`config.mk`:
```
export PLATFORM = sky130hd
export DESIGN_NAME = toeq_cell
export DESIGN_NICKNAME = d
export VERILOG_FILES = /design/src/sv/toeq_pkg.sv /design/src/sv/toeq_cell.sv
export SDC_FILE = /design/constraint.sdc
export NUM_CORES = 1
export LEC_CHECK = 0
export ABC_CLOCK_PERIOD_IN_PS = 8800
export BUFFER_PORTS_ARGS = -buffer_cell sky130_fd_sc_hd__buf_2
export CAP_MARGIN = 10
export CORE_AREA = 2 2 174 176
export CTS_CLUSTER_SIZE = 12
export DETAILED_ROUTE_END_ITERATION = 7
export DIE_AREA = 0 0 176 178
export PLACE_DENSITY = 0.52
export REMOVE_ABC_BUFFERS = 1
export SLEW_MARGIN = 20
export SYNTH_ARGS = -nofsm -noshare
export SYNTH_HDL_FRONTEND = slang
export SYNTH_SLANG_ARGS = --single-unit
```
`constraint.sdc`:
```
create_clock -name clk -period 8.8 [get_ports clk]
set_input_delay 0.88 -clock clk [delete_from_list [all_inputs] [get_ports clk]]
set_output_delay 0.88 -clock clk [all_outputs]
set_load 0.005 [all_outputs]
```
`src/sv/toeq_pkg.sv`:
```
package toeq_pkg;

  // Field widths fixed by the item formats
  localparam int unsigned TimeW   = 32;
  localparam int unsigned KindW   = 16;
  localparam int unsigned DataW   = 32;
  localparam int unsigned StatusW = 2;
  localparam int unsigned OccW    = 5;
  localparam int unsigned InDataW  = 112;
  localparam int unsigned OutDataW = 120;

  // Commands carried in the input tuser
  typedef enum logic {
    CMD_INSERT = 1'b0,
    CMD_POP    = 1'b1
  } cmd_t;

  // Result codes carried in the output tuser
  typedef enum logic [StatusW-1:0] {
    ST_INSERTED = 2'd0,
    ST_REMOVED  = 2'd1,
    ST_EMPTY    = 2'd2,
    ST_FULL     = 2'd3
  } status_t;

  // One stored event
  typedef struct packed {
    logic [DataW-1:0]        b;
    logic [DataW-1:0]        a;
    logic [KindW-1:0]        kind;
    logic signed [TimeW-1:0] time_key;
  } entry_t;

  // Per-cycle control broadcast to every cell
  typedef struct packed {
    logic ins;  // accepted insert into a queue that is not full
    logic pop;  // accepted pop from a queue that is not empty
  } ctrl_t;

endpackage

```
`src/sv/toeq_cell.sv`:
```
module toeq_cell (
  input  logic             clk,
  input  toeq_pkg::ctrl_t  ctrl,
  input  logic             occ,       // this slot holds a live event
  input  toeq_pkg::entry_t new_entry, // event being inserted
  input  logic             le_left,   // left neighbor keeps its event
  input  toeq_pkg::entry_t left_entry,
  input  toeq_pkg::entry_t right_entry,
  output logic             le,        // this cell keeps its event on insert
  output toeq_pkg::entry_t entry
);

  toeq_pkg::entry_t entry_r;
  toeq_pkg::entry_t entry_nxt;

  // Stored time not later than the new one: event stays ahead of it
  assign le = occ && ($signed(entry_r.time_key) <= $signed(new_entry.time_key));

  // Keep, take the new event, take the left neighbor, or take the right one
  always_comb begin
    entry_nxt = entry_r;
    if (ctrl.ins) begin
      if (!le) begin
        entry_nxt = le_left ? new_entry : left_entry;
      end
    end else if (ctrl.pop) begin
      entry_nxt = right_entry;
    end
  end

  always_ff @(posedge clk) begin
    entry_r <= entry_nxt;
  end

  assign entry = entry_r;

endmodule
```
==> reports/metrics.sh <==
POST_CTS.RESIZED_INSTANCES=0
STDCELL_AREA_MM2=0.00947
GRT_PASS1_WL_UM=33800
SYNTHESIS.AREA_MM2=0.00651
TOP_LEVEL_PORTS=454
CTS.PATH.MAX_BUFFERS=2
YOSYSSEQAREASHARE_PCT=51.7
DETAILEDROUTE.FIRSTITERATIONVIOLATIONS=223
POST-ROUTE-DRC-COUNT=0
FIN_TOTAL_PWR_mW=1.46
HOLD_SLACK_NS=0.829
RSZ0062_AT_GRT='false'
COREAREA_MM2=0.0294
MAX_FFS_PER_REGISTER=112
VDD_IR_DROP_MAX_V=0.0000880
YOSYS.AREA.TOP_TYPE='edfxtp_1'
NFILLCELLS=3128
DIEAREA_MM2=0.0313
SKEW_NS=0.0211
WORST_EP_ARRIVAL_TIME_NS=3.85
CLOCK_BUFFERS_CREATED_BY_TRITONCTS=9
CTS_NUM_SINKS=112
SYNTH_EDF_COUNT=112
VIAS=6047
START_UTIL_PCT=22.1
SYNTHESIS.AREA_PER_INSTANCE_UM2=10.8
SYNTHFLOPTYPE='edfxtp_1'
CLOCK.FMAX_GHz=0.258
ANTENNA_FOUND_INITIAL=0
YOSYS.CELL_TYPES.COUNT=33
CLK_ROOT_BUFFER_CELL='clkbuf_16'
GRT_USE_TOTAL_PCT=14.2
SYN_INST=603
RUN_STATUS='finished clean'
CTS-HTREE-LEVELS=3
FP.DIEW_UM=176
WORSTSETUPPATHTYPE='in2reg'
WORST_SETUP_HOLD_PATH_CLK_SLEW_NS=0.09
MIN-DELAY-PATH-CLASS='in2reg'
FIRST_PASS_DETAILED_ROUTE_ITERATION_TOTAL=4
TIMING.FINAL.CRIT_PERIOD_NS=3.88
GRT.OVERFLOW.TOTAL=0
FP-ROW-COUNT=63
POST_DETAILED_ROUTE_VIA_TO_CELL_RATIO=4.23
TRITONCTS='done'
YS.WARNINGS.COUNT=0
P_LEAK_nW=4.63
FIN_NETS=1407
PLACE_CONGESTION=0.805
SYN_TO_LAYOUT_AREA_DELTA_PCT=45.5
PERIOD_SHARE_PCT=44.1
DETAIL_ROUTE.WIRELENGTH_UM=23300
SETUP_VIOL=0
PIN_COUNT_OF_THE_BIGGEST_NET_ENTERING_GLOBAL_ROUTING=98
DP_HPWL_UM=18900
MAX_CAP_VIOL_COUNT=0
DIE-HEIGHT_UM=178
FIRST_GLOBAL_VIAS=5913
POST-SYNTH-TOP-AREA-FRACTION_PCT=51.7
CRIT_PATH_MAX_FANOUT=58
POST-SYNTH-TOP-COUNT-CELL='a21oi_1'
CELLPOWERDENSITY_mW_PER_MM2=154
WORSTPATHREQUIRED_NS=8.77
SETUP_TOTAL_NEGATIVE_SLACK_NS=0
TIMING.CRITICAL_PATH.TO_TYPE='flip-flop'
CLKLATENCYLATEPIN_NS=0.36
TIMING.SLEW.HEADROOM_PCT=37.6
SYNTH-ASYNC-RESET-RATIO_PCT=0
ANTENNADIODECOUNT=0
IO_BUFFER_COUNT=453
DPL_CELL_AREA_MM2=0.00917
POST_CTS.REPAIR.SETUP_BUFFERS=0
TIGHTEST_SLEW_NS=0.937
NUMBER_OF_NETS_STILL_FAILING_ANTENNA_CHECKS_AFTER_ROUTING=0
ROUTED_LENGTH_PER_PLACED_INSTANCE_UM=16.3
WORST_SETUP_PATH_START_KIND='primary input'
DRIVE_ABOVE_1_SHARE_PCT=46.3
POST_CTS_HOLD_BUFFER_COUNT=0
REPORT.FINAL.HOLD_VIOL_COUNT=0
SYNTH-SEQ-CELLS=112
TIMING.FINAL.MAX_SLEW_VIOLATIONS=0
YS_TOP_CELLS_BY_COUNT='a21oi_1 (123), nor2_1 (113), edfxtp_1 (112), mux2i_1 (112), inv_1 (33)'
SYNTH.TOP_CELLS.BY_AREA='edfxtp_1 (52%), mux2i_1 (17%), a21oi_1 (9.5%), nor2_1 (6.5%), ha_1 (6.2%)'
## kinds of logic after synthesis
family / Yosys count / synth area share (%)
fa+ha+maj: 32 / 6.15
buf+inv: 71 / 4.34
mux: 112 / 17.2
compound gates: 139 / 11.5
simple gates: 137 / 9.13
flops: 112 / 51.7
## per-layer routing
metal  GRT usage, %  wire length (µm)  vias to the layer above
li1               -                 -                     3071
met4           2.62               200                        0
met5              0                 0                        -
met1           17.3              9680                     2701
met3           3.96              1750                       12
met2           25.3             11700                      263
## layout make-up
cell class	instances	area, µm²	area share (%)
flip-flops and latches	112	3360	35.5
multi-input cells	420	2880	30.4
repair buffers	458	2320	24.5
well taps	390	488	5.15
clock buffers	9	225	2.38
inverters	33	124	1.31
clock inverters	7	77.6	0.819
## layout by cell type, fill, tap and decap left out, types with 2 or more instances in the layout
cell type	netlist	routed
clkbuf_16	0	9
nand2_1	4	4
a21oi_1	123	123
mux2i_1	112	112
nand4_1	5	5
inv_6	0	2
nor2_1	113	113
buf_4	0	5
a21o_1	5	5
buf_2	13	451
inv_1	33	33
clkinv_2	0	2
nand3_1	5	5
edfxtp_1	112	112
ha_1	32	32
buf_6	0	2
nor4_1	2	2
## report_power, final
group,total [mW],switching [mW],internal [mW]
Sequential,0.685,0.0214,0.664
Combinational,0.335,0.176,0.158
Clock,0.438,0.213,0.225
Total,1.46,0.410,1.05
## worst max-delay path, stage by stage
cell and delay (ns):
buf_2 0.09, inv_1 0.04, ha_1 0.31, nand4_1 0.19, nor4_2 0.41, a21boi_2 0.23, o31ai_2 0.10, a31oi_4 0.21
buf_4 0.58, buf_4 0.71
## metrics by stage
step | worst slack [ns] | instances | utilization [%]
6_report | 4.92 | 1429 | 32.2
3_5_place_dp | 4.43 | 1413 | 31.2
5_1_grt | 4.68 | 1429 | 32.2
2_1_floorplan | 0.141 | 565 | -
4_1_cts | 4.83 | 1429 | 32.2
3_3_place_gp | 4.51 | 1413 | 31.2
## worst paths after layout
kind	from	end	slack (ns)	depth (start not counted)
max reg2reg	entry[14]$_DFFE_PP_	entry[1]$_DFFE_PP_	5.15	8
min	right_entry[51]	entry[51]$_DFFE_PP_	0.83	3
max	new_entry[14]	entry[1]$_DFFE_PP_	4.92	10
min reg2reg	entry[30]$_DFFE_PP_	entry[88]$_DFFE_PP_	0.99	4
No activity file was read; power rests on OpenSTA's default activity.
